File: config.mk
export PLATFORM = sky130hd
export DESIGN_NAME = v3mu_isqrt
export DESIGN_NICKNAME = d
export VERILOG_FILES = /design/src/rtl/core/v3mu_pkg.sv /design/src/rtl/core/v3mu_isqrt.sv
export SDC_FILE = /design/constraint.sdc
export NUM_CORES = 2
export LEC_CHECK = 0
export BUFFER_PORTS_ARGS = -buffer_cell sky130_fd_sc_hd__buf_2
export CAP_MARGIN = 0
export CORE_MARGIN = 2
export CORE_UTILIZATION = 45
export CTS_BUF_LIST = sky130_fd_sc_hd__clkbuf_8
export CTS_CLUSTER_DIAMETER = 200
export DETAILED_ROUTE_END_ITERATION = 8
export SLEW_MARGIN = 15
export SYNTH_ARGS = -nofsm -noshare
export SYNTH_HDL_FRONTEND = slang
export SYNTH_SLANG_ARGS = --single-unit
File: constraint.sdc
create_clock -name i_clk -period 5.39 [get_ports i_clk]
set_input_delay 1.078 -clock i_clk [delete_from_list [all_inputs] [get_ports i_clk]]
set_output_delay 1.078 -clock i_clk [all_outputs]
set_load 0.005 [all_outputs]
File: src/rtl/core/v3mu_pkg.sv
// ----------------------------------------------------------------------------
// v3mu_pkg
// Shared constants, types and helpers of the 3D vector math unit.
// ----------------------------------------------------------------------------
`default_nettype none

package v3mu_pkg;

    localparam int SQRT_STEPS   = 32;
    localparam int DIV_STEPS    = 32;
    localparam int CORDIC_STEPS = 30;

    localparam logic signed [31:0] S32_MAX = 32'sh7fffffff;
    localparam logic signed [31:0] S32_MIN = 32'sh80000000;
    localparam logic signed [65:0] WIDE_MAX = 66'sd2147483647;
    localparam logic signed [65:0] WIDE_MIN = -66'sd2147483648;

    localparam logic [31:0] Q30_ONE     = 32'd1073741824;
    localparam logic [31:0] Q30_HALF_PI = 32'd1686629713;
    localparam logic [31:0] Q30_PI      = 32'd3373259426;
    localparam logic [29:0] RADDEG_Q24  = 30'd961263669;

    typedef enum logic [3:0] {
        OP_ADD       = 4'd0,
        OP_SUB       = 4'd1,
        OP_NEGATE    = 4'd2,
        OP_SCALE     = 4'd3,
        OP_DOT       = 4'd4,
        OP_CROSS     = 4'd5,
        OP_LENGTH    = 4'd6,
        OP_NORMALIZE = 4'd7,
        OP_PROJECT   = 4'd8,
        OP_ANGLE     = 4'd9,
        OP_REFLECT   = 4'd10,
        OP_EQUALS    = 4'd11
    } t_op;

    // item state that travels beside the datapath
    typedef struct packed {
        logic               vld;
        t_op                op;
        logic               deg;
        logic               zl;
        logic               eq;
        logic               flag;
        logic               dneg;
        logic [63:0]        dmag;
        logic [2:0][31:0]   a;
        logic [2:0][31:0]   r;
        logic signed [31:0] rs;
        logic signed [31:0] cval;
    } t_meta;

    function automatic logic signed [31:0] sat32(input logic signed [65:0] v);
        logic signed [31:0] res;
        if (v > WIDE_MAX) res = S32_MAX;
        else if (v < WIDE_MIN) res = S32_MIN;
        else res = v[31:0];
        return res;
    endfunction

    function automatic logic signed [31:0] from_mag(input logic neg, input logic [31:0] m);
        logic signed [31:0] res;
        if (neg) res = (m > 32'h80000000) ? S32_MIN : $signed(-m);
        else res = m[31] ? S32_MAX : $signed(m);
        return res;
    endfunction

    // rotation angle of cordic step k in Q4.30
    function automatic logic [33:0] atan_step(input int k);
        logic [33:0] res;
        case (k)
            0:       res = 34'd843314857;
            1:       res = 34'd497837829;
            2:       res = 34'd263043836;
            3:       res = 34'd133525158;
            4:       res = 34'd67021686;
            5:       res = 34'd33543515;
            6:       res = 34'd16775850;
            7:       res = 34'd8388437;
            8:       res = 34'd4194282;
            9:       res = 34'd2097149;
            10:      res = 34'd1048575;
            default: res = 34'd1 << (30 - k);
        endcase
        return res;
    endfunction

endpackage

`default_nettype wire

File: src/rtl/core/v3mu_isqrt.sv
// ----------------------------------------------------------------------------
// v3mu_isqrt
// Pipelined integer square root, one result bit per stage.
// ----------------------------------------------------------------------------
`default_nettype none

module v3mu_isqrt (
    input  logic        i_clk,
    input  logic        i_en,
    input  logic [63:0] i_val,
    output logic [31:0] o_root
);

    localparam int N = v3mu_pkg::SQRT_STEPS;

    logic [63:0] r_rem [N];
    logic [63:0] r_res [N];

    for (genvar k = 0; k < N; k++) begin : g_step
        localparam logic [63:0] BIT = 64'd1 << (62 - 2 * k);
        logic [63:0] w_rem, w_res, w_t, n_rem, n_res;
        logic        w_ge;

        if (k == 0) begin : g_first
            assign w_rem = i_val;
            assign w_res = '0;
        end else begin : g_next
            assign w_rem = r_rem[k-1];
            assign w_res = r_res[k-1];
        end

        assign w_t   = w_res + BIT;
        assign w_ge  = w_rem >= w_t;
        assign n_rem = w_ge ? w_rem - w_t : w_rem;
        assign n_res = w_ge ? (w_res >> 1) + BIT : w_res >> 1;

        always_ff @(posedge i_clk) begin
            if (i_en) begin
                r_rem[k] <= n_rem;
                r_res[k] <= n_res;
            end
        end
    end

    assign o_root = r_res[N-1][31:0];

endmodule

`default_nettype wire

==> results by group <==
STA
  • Slew HR: 23.02%
  • Unrepaired setup endpoints after global routing: false
  • Worst-margin pin slew: 1.155 ns
  • Skew final: 0.1350 ns
  • Sum Neg Setup Slack: 0 ns
  • Count of pins over their slew limit: 0
  • Peak Freq: 0.2042 GHz
  • Minimum clock period: 4.896 ns
  • Period utilization: 90.84%
  • Hold slack: 0.1913 ns
  • Final hold violations: 0
  • Final Setup Violations: 0

Global route
  • GRT overflow: 0
  • Largest net degree at the start of global routing: 192
  • Total Routing Usage GR: 21.85%
  • Initial antenna violation count: 14
  • Vias in the first global route: 74,987
  • First-pass GRT wire length: 455.6 mm

Critical path
  • CP startpoint kind: register
  • Worst EP arrival: 5.61 ns
  • Req. time, crit path: 6.10 ns
  • FF-to-FF path depth: 11
  • Worst Path Max Fanout: 10
  • Worst setup path category: register to register
  • CP Capture Type: register

Synthesis
  • FF+latch count, synth: 2,512
  • Leading area contributor after synthesis: edfxtp_1
  • Top cells by area, synth: edfxtp_1 (63%), ha_1 (5.8%), xnor2_1 (3.7%)
  • Synthesized cell area: 119,800 sq um
  • Share of the synthesized area in the top cell type: 62.97%
  • Syn_nets: 10,072
  • Post-Synthesis Cells: 9,448
  • Synth top cells by count: edfxtp_1 (2,512), nor2_1 (726), a21oi_1 (690)
  • Post-synth EDFFs: 2,512
  • FFs w/ async S/R, synth: 0%
  • Syn Area/Cell: 12.68 sq um
  • Ys flop type: edfxtp_1
  • Seq/Total Area, Yosys: 62.97%
  • Ys Warns: 0
  • Synth unique cells: 95
  • Most common cell in the synthesized netlist: edfxtp_1

Clock network
  • CTS tree: built
  • Skew-Pair Late Insertion Delay: 1.10 ns
  • Setup Fix Bufs, Post-CTS: 0
  • Worst-path clk slew: 0.06 ns
  • Cts hold-fix bufs: 0
  • Clk sinks: 2,512
  • Num CTS Buffers: 418
  • H-tree depth: 5
  • CTS max path bufs: 4
  • Clock root buffer: clkbuf_8

Floorplan
  • Core Rows: 189
  • Ports: 98
  • Total core area: 264,900 sq um
  • Starting Density: 45.23%
  • Die height: 519.9 um
  • Die X: 519.9 um
  • Die ar.: 270,300 sq um

Power and ir drop
  • Worst VDD drop: 346.5 uV
  • Final Power: 55.19 mW
  • Total leakage power: 50.45 nW
  • Total power per unit cell area: 415.2 nW/um^2

Detailed routing
  • Post-DR vias/cell: 5.582
  • Wire length per cell: 21.97 um
  • DRT Pass-1 Iters: 6
  • Vias post-DR: 76,713
  • WL final: 301.9 mm
  • ANT nets after route: 0
  • Initial DRC count: 7,105
  • DRC viols: 0

Job
  • Max-cap check violation count: 0

Placement
  • Post-DP HPWL: 226.5 mm
  • Port Buffer Count: 97
  • Gp weighted congestion: 0.9444

Hold path
  • HP Class: primary input to register
  • Hold path depth: 1

Final layout
  • Final net count: 10,494
  • Fillers: 23,082
  • Fraction of layout cells with a size suffix above 1: 8.977%
  • Synth-to-Final Area Change: 10.95%
  • Util after Layout: 50.18%

Run status
  • Status: complete, no violations
-- power by group --
part	leakage, nW	switching, mW	internal (mW)	total (mW)
clock network	4.46	7.79	8.61	16.4
registers	24.2	2.08	24.8	26.9
logic	21.8	6.95	4.92	11.9
total	50.4	16.8	38.4	55.2
-- worst max-delay path: stages, from the launching register on --
cell and delay (ns):
edfxtp_1 0.39, ha_1 0.42, nand3_1 0.21, nor4_2 0.67
o21ai_0 0.46, a31o_2 0.36, a2111oi_1 0.95, nor4_4 0.21
inv_2 0.23, o211ai_2 0.22, nor4_1 0.35, xor2_1 0.13
-- sequential cells by signal (all words and copies together) (netlist names) --
name and cells:
r_rem 1984, r_res 528
-- placed cells by master, fill, tap and decap left out, types with 37 or more instances in the layout --
cell	n
a211oi_1	42
a21o_1	243
a21oi_1	689
a31oi_1	45
and3_1	44
buf_2	96
buf_4	68
clkbuf_8	421
clkinv_1	119
clkinv_2	60
edfxtp_1	2512
ha_1	558
inv_1	782
mux2_2	99
nand2_1	526
nand2b_1	116
nand3_1	165
nand3b_1	37
nand4_1	143
nor2_1	722
nor2b_1	68
nor3_1	229
nor4_1	325
nor4b_1	52
o21a_1	92
o21ai_0	322
o21bai_1	46
or3_1	87
or4_1	71
xnor2_1	502
xor2_1	373
-- kinds of logic (layout without fill, tap and decap cells) --
logic type               Yosys count  in the layout  share of synthesized area [%]
other                              0              5                              0
multiplexers                     106            106                         0.9933
buffers and inverters            869           1625                          2.803
AND/OR/NAND/NOR                 2767           2767                          11.91
adder cells (fa/ha/maj)          558            558                          5.828
XOR/XNOR                         875            875                          6.398
flip-flops                      2512           2512                          62.97
AO/OA/AOI/OAI                   1761           1761                          9.101
-- worst paths after layout --
path | from | end | slack [ns]
max reg2reg | r_rem[1][725] | r_rem[1][821] | 0.49
min | i_val[30] | r_rem[0][30] | 0.19
min reg2reg | r_rem[0][724] | r_rem[0][788] | 0.39
max | r_rem[1][725] | r_rem[1][821] | 0.49
-- metal layers --
metal | track usage [%] | vias up | share of wire, %
met5 | 0 | - | 0
met4 | 7.399 | 0 | 3.4
met3 | 3.080 | 533 | 5.4
met2 | 35.73 | 2314 | 47
met1 | 29.97 | 37572 | 44
li1 | - | 36294 | -
-- cell type report --
class                      count  area (sq um)  share of cell area (%)
antenna                        5         12.51                0.009414
timing repair buffer         182          1343                   1.010
clock inverter               333          2223                   1.673
tap                         3533          4420                   3.326
clock buffer                 421          5794                   4.360
sequential                  2512         75430                   56.75
multi-input combinational   6067         41100                   30.92
inverter                     689          2589                   1.948
-- what timing repair did --
item | 4_1_cts | 5_1_grt
endpoints found under the hold margin | 0 | 0
resized for setup | 0 | 1
endpoints found under the setup margin | 0 | 1
-- metrics by stage --
stage	std cells	cell area [sq um]	setup slack (ns)
after floorplan	9448	119800	1.807
after global routing	13740	132900	0.3407
after global placement	12982	124900	0.1401
final	13742	132900	0.4938
after CTS	13737	132900	0.3015
after detailed placement	12983	124900	0.3717
Power figures use the tool's default switching activity.
